### src/design/rmth_pkg.sv
// ----------------------------------------------------------------------------
// rmth_pkg
// Types and constants for the two-heap running median block.
// ----------------------------------------------------------------------------
`default_nettype none

package rmth_pkg;

  localparam int SAMPLE_W = 32;
  localparam int MED_W    = 33;
  localparam int HELD_W   = 11;

  typedef enum logic [3:0] {
    ST_IDLE,
    ST_PP_CHK,
    ST_SD_L,
    ST_SD_LD,
    ST_SD_RD,
    ST_SD_MV,
    ST_PU_START,
    ST_PU_D,
    ST_PU_W,
    ST_NXT,
    ST_FIN
  } state_t;

  // heap operation in progress
  typedef enum logic [1:0] {
    OP_UPP,    // push-pop on upper heap
    OP_LPP,    // push-pop on lower heap
    OP_PUSHU,  // push to upper heap
    OP_PUSHL   // push to lower heap
  } op_t;

  typedef struct packed {
    logic signed [SAMPLE_W-1:0] a;
    logic signed [SAMPLE_W-1:0] b;
    logic                       is_max;
  } cmp_req_t;

endpackage

`default_nettype wire

### src/design/rmth_cmp.sv
// ----------------------------------------------------------------------------
// rmth_cmp
// Shared heap-order comparator: larger wins for max-heap, smaller for min-heap.
// ----------------------------------------------------------------------------
`default_nettype none

module rmth_cmp
  import rmth_pkg::*;
(
  input  wire cmp_req_t req,
  output logic          outranks
);

  assign outranks = req.is_max ? (req.a > req.b) : (req.a < req.b);

endmodule

`default_nettype wire

### config.mk
export PLATFORM = sky130hd
export DESIGN_NAME = rmth_cmp
export DESIGN_NICKNAME = d
export VERILOG_FILES = /design/src/design/rmth_pkg.sv /design/src/design/rmth_cmp.sv
export SDC_FILE = /design/constraint.sdc
export NUM_CORES = 1
export LEC_CHECK = 0
export ABC_AREA = 1
export BUFFER_PORTS_ARGS = -buffer_cell sky130_fd_sc_hd__buf_4
export CORE_ASPECT_RATIO = 1.25
export CORE_MARGIN = 2
export CORE_UTILIZATION = 44
export DETAILED_ROUTE_END_ITERATION = 8
export PLACE_DENSITY_LB_ADDON = 0.15
export SETUP_SLACK_MARGIN = 0.2
export SLEW_MARGIN = 15
export SYNTH_ARGS = -nofsm -noshare
export SYNTH_HDL_FRONTEND = slang
export SYNTH_SLANG_ARGS = --single-unit
### constraint.sdc
create_clock -name vclk -period 2
set_clock_uncertainty 0.2 [all_clocks]
set_input_delay 0.2 -clock vclk [all_inputs]
set_output_delay 0.2 -clock vclk [all_outputs]
set_load 0.01 [all_outputs]
==> key figures <==
STA
  – Tcrit/Tclk final: 97.9%
  – Worst slew margin: 84.5%
  – Setup_tns: 0 ns
  – Final min period: 1.96 ns
  – Final hold vios: 0
  – RSZ-0062 raised after global routing: true
  – Final setup fails: 0
  – Fmax: 0.511 GHz
  – Slew @ Worst Pin: 0.230 ns
  – Final setup margin: 0.0427 ns
  – Final Max Tran Viols: 0

Routing
  – Vias: 1155
  – Router iterations before antenna repair: 4
  – Drt drc: 0
  – Final WL: 2.30 mm
  – Iter 0 DRT Violations: 6
  – Routed vias/inst: 4.89
  – Wire per inst: 9.74 um
  – Detail Route Antenna Nets: 0

Floorplan
  – CORE AREA: 0.00198 mm2
  – Io pins: 66
  – Cell Rows: 18
  – Die area: 0.00248 mm2
  – Initial core utilization: 46.5%
  – DIE WIDTH: 44.9 um
  – Height of the die: 55.2 um

Pwr
  – Pwr Density: 199 mW/mm2
  – LEAKAGE: 0.962 nW
  – Peak supply drop: 0.122 mV
  – Final Power: 302 uW

GRT
  – Antenna violations before repair: 0
  – Gr usage total: 19.0%
  – Largest net degree at the start of global routing: 4
  – First-pass GRT wire length: 3.71 mm
  – Vias in the first global route: 1086
  – Grt total ovfl: 0

Worst hold path
  – Hold path endpoint: outranks
  – Hold_sp: req[0]
  – Worst hold path type: in -> out
  – WHS Path Cells: 5

Yosys
  – Synth top area cells: ha_1 (43%), inv_1 (17%), nand2_1 (14%)
  – Post-Syn Nets: 246
  – Xor/xnor share of the synthesized area: 0%
  – Post-Synth Adder-Cell Area: 43.4%
  – Largest family of logic cells by synthesized area: adder cells
  – Yosys warnings: 0
  – Yosys cell types: 16
  – Register area share after synthesis: 0%
  – Post-synthesis mux area share: 0%
  – Mean Syn Cell Area: 6.19 um2
  – Simple-gate share of the synthesized area: 26.9%
  – Area fraction in compound gates after synthesis: 13.0%
  – Top-area cell type share of the netlist area: 43.4%
  – Area leader, netlist: ha_1
  – Post-Synthesis Cells: 149
  – Post-Synthesis Cell Area: 922 um2

Setup path
  – CP required: 1.60 ns
  – Worst setup EP type: primary output
  – Worst-path fanout max: 3
  – Worst Setup Path Type: in -> out
  – CP Launch Point: req[24]
  – Crit path cell chain: buf_4, inv_1, ha_1, nand2_2, o21a_1, nand2_1, a21oi_2, nand2_2, nand2_1, nand3_1, nand2_1, inv_1, buf_4
  – Max stage delay on crit path: 0.32 ns
  – Slowest cell on the critical path: ha_1
  – Startpoint types: primary input
  – Most common cell on crit path: nand2_1
  – Arrival time at the worst endpoint: 1.56 ns

Placed design
  – Dpl ws: -0.0313 ns
  – Gpl congestion: 0.667
  – HPWL after DPL: 2.14 mm
  – IO Port Bufs: 66

Status
  – Status: finished clean

Job
  – MaxCap Viol Count: 0

Cells and area
  – Clkbuf count: 0
  – Register area: 0 um2
  – Share of layout cells above drive strength 1: 40.7%
  – N_diodes: 0
  – Seq Cell Count: 0
  – Fillers: 155
  – Nets: 315
  – Area growth, synth to finish: 64.9%

Clock network
  – Post-CTS Hold Fix Bufs: 0
-- logic make-up after synthesis --
kind of cell	after synthesis
AND/OR/NAND/NOR	55
AO/OA/AOI/OAI	21
buffers and inverters	41
adder cells (fa/ha/maj)	32
-- cells in the mapped netlist, drive strengths merged --
| library cell | instances |
|---|---|
| nand2 | 38 |
| nand3 | 5 |
| o21ai | 3 |
| a21o | 2 |
| nand4 | 2 |
| o21a | 2 |
| inv | 41 |
| ha | 32 |
| nor2 | 9 |
| a21oi | 14 |
| nor4 | 1 |
-- report_power, final --
group / switching [mW] / internal [mW] / total [mW] / leakage (nW)
Sequential: 0 / 0 / 0 / 0
Clock: 0 / 0 / 0 / 0
Combinational: 0.131 / 0.171 / 0.302 / 0.962
-- worst max-delay path, delay by kind of cell --
family / cells / cell delay [ns]
AOI/OAI and AO/OA: 2 / 0.33
and+or+nand+nor: 6 / 0.43
buffers and inverters: 4 / 0.27
adders and majority gates: 1 / 0.32
-- cells in the final DEF (no fill, tap or decap) --
cell / netlist / routed
a21o_1: 2 / 2
a21oi_1: 13 / 7
a21oi_2: 1 / 7
buf_4: 0 / 67
ha_1: 32 / 29
ha_4: 0 / 3
inv_1: 41 / 40
inv_4: 0 / 1
nand2_1: 34 / 33
nand2_2: 4 / 5
nand3_1: 5 / 5
nand4_1: 2 / 2
nor2_1: 8 / 6
nor2_2: 1 / 3
nor4_4: 1 / 1
o21a_1: 1 / 1
o21a_2: 1 / 1
o21ai_0: 2 / 2
o21ai_1: 1 / 1
-- layout make-up --
type                            count  area (um2)  area share, %
Inverter                           41         156           10.3
Multi-Input combinational cell    108         836           55.0
Tap cell                           20        25.0           1.65
Timing Repair Buffer               67         503           33.1
-- metal layers --
metal	routed length, um	share of wire, %	global-route usage, %	vias up
li1	-	-	-	607
met1	764	33	19.2	500
met2	1310	57	40.7	42
met3	178	7.7	1.62	6
met4	50	2.2	3.43	0
met5	0	0	0	-
-- per-stage QoR --
step | cell area [um2] | cells | hold slack [ns] | utilization [%]
5_1_grt | 1520 | 236 | 0.615 | 76.7
6_report | 1520 | 236 | 0.576 | 76.7
3_5_place_dp | 1450 | 236 | 0.582 | 73.2
2_1_floorplan | 922 | 149 | 0.361 | -
4_1_cts | 1480 | 236 | 0.582 | 74.9
3_3_place_gp | 1450 | 236 | 0.574 | 73.2
-- worst max-delay path by stage --
stage	endpoint	slack [ns]	cells past startpoint
floorplan	outranks	0.23	12
global placement	outranks	0.02	13
detailed placement	outranks	-0.03	13
CTS	outranks	0.03	14
global route	outranks	-0.09	16
finish	outranks	0.04	13
-- what timing repair did --
action / in CTS / in global routing
pin swaps: 4 / 2
buffers inserted: 0 / 0
resized for setup: 6 / 8
endpoints found under the setup margin: 1 / 1
Power figures use the tool's default switching activity.
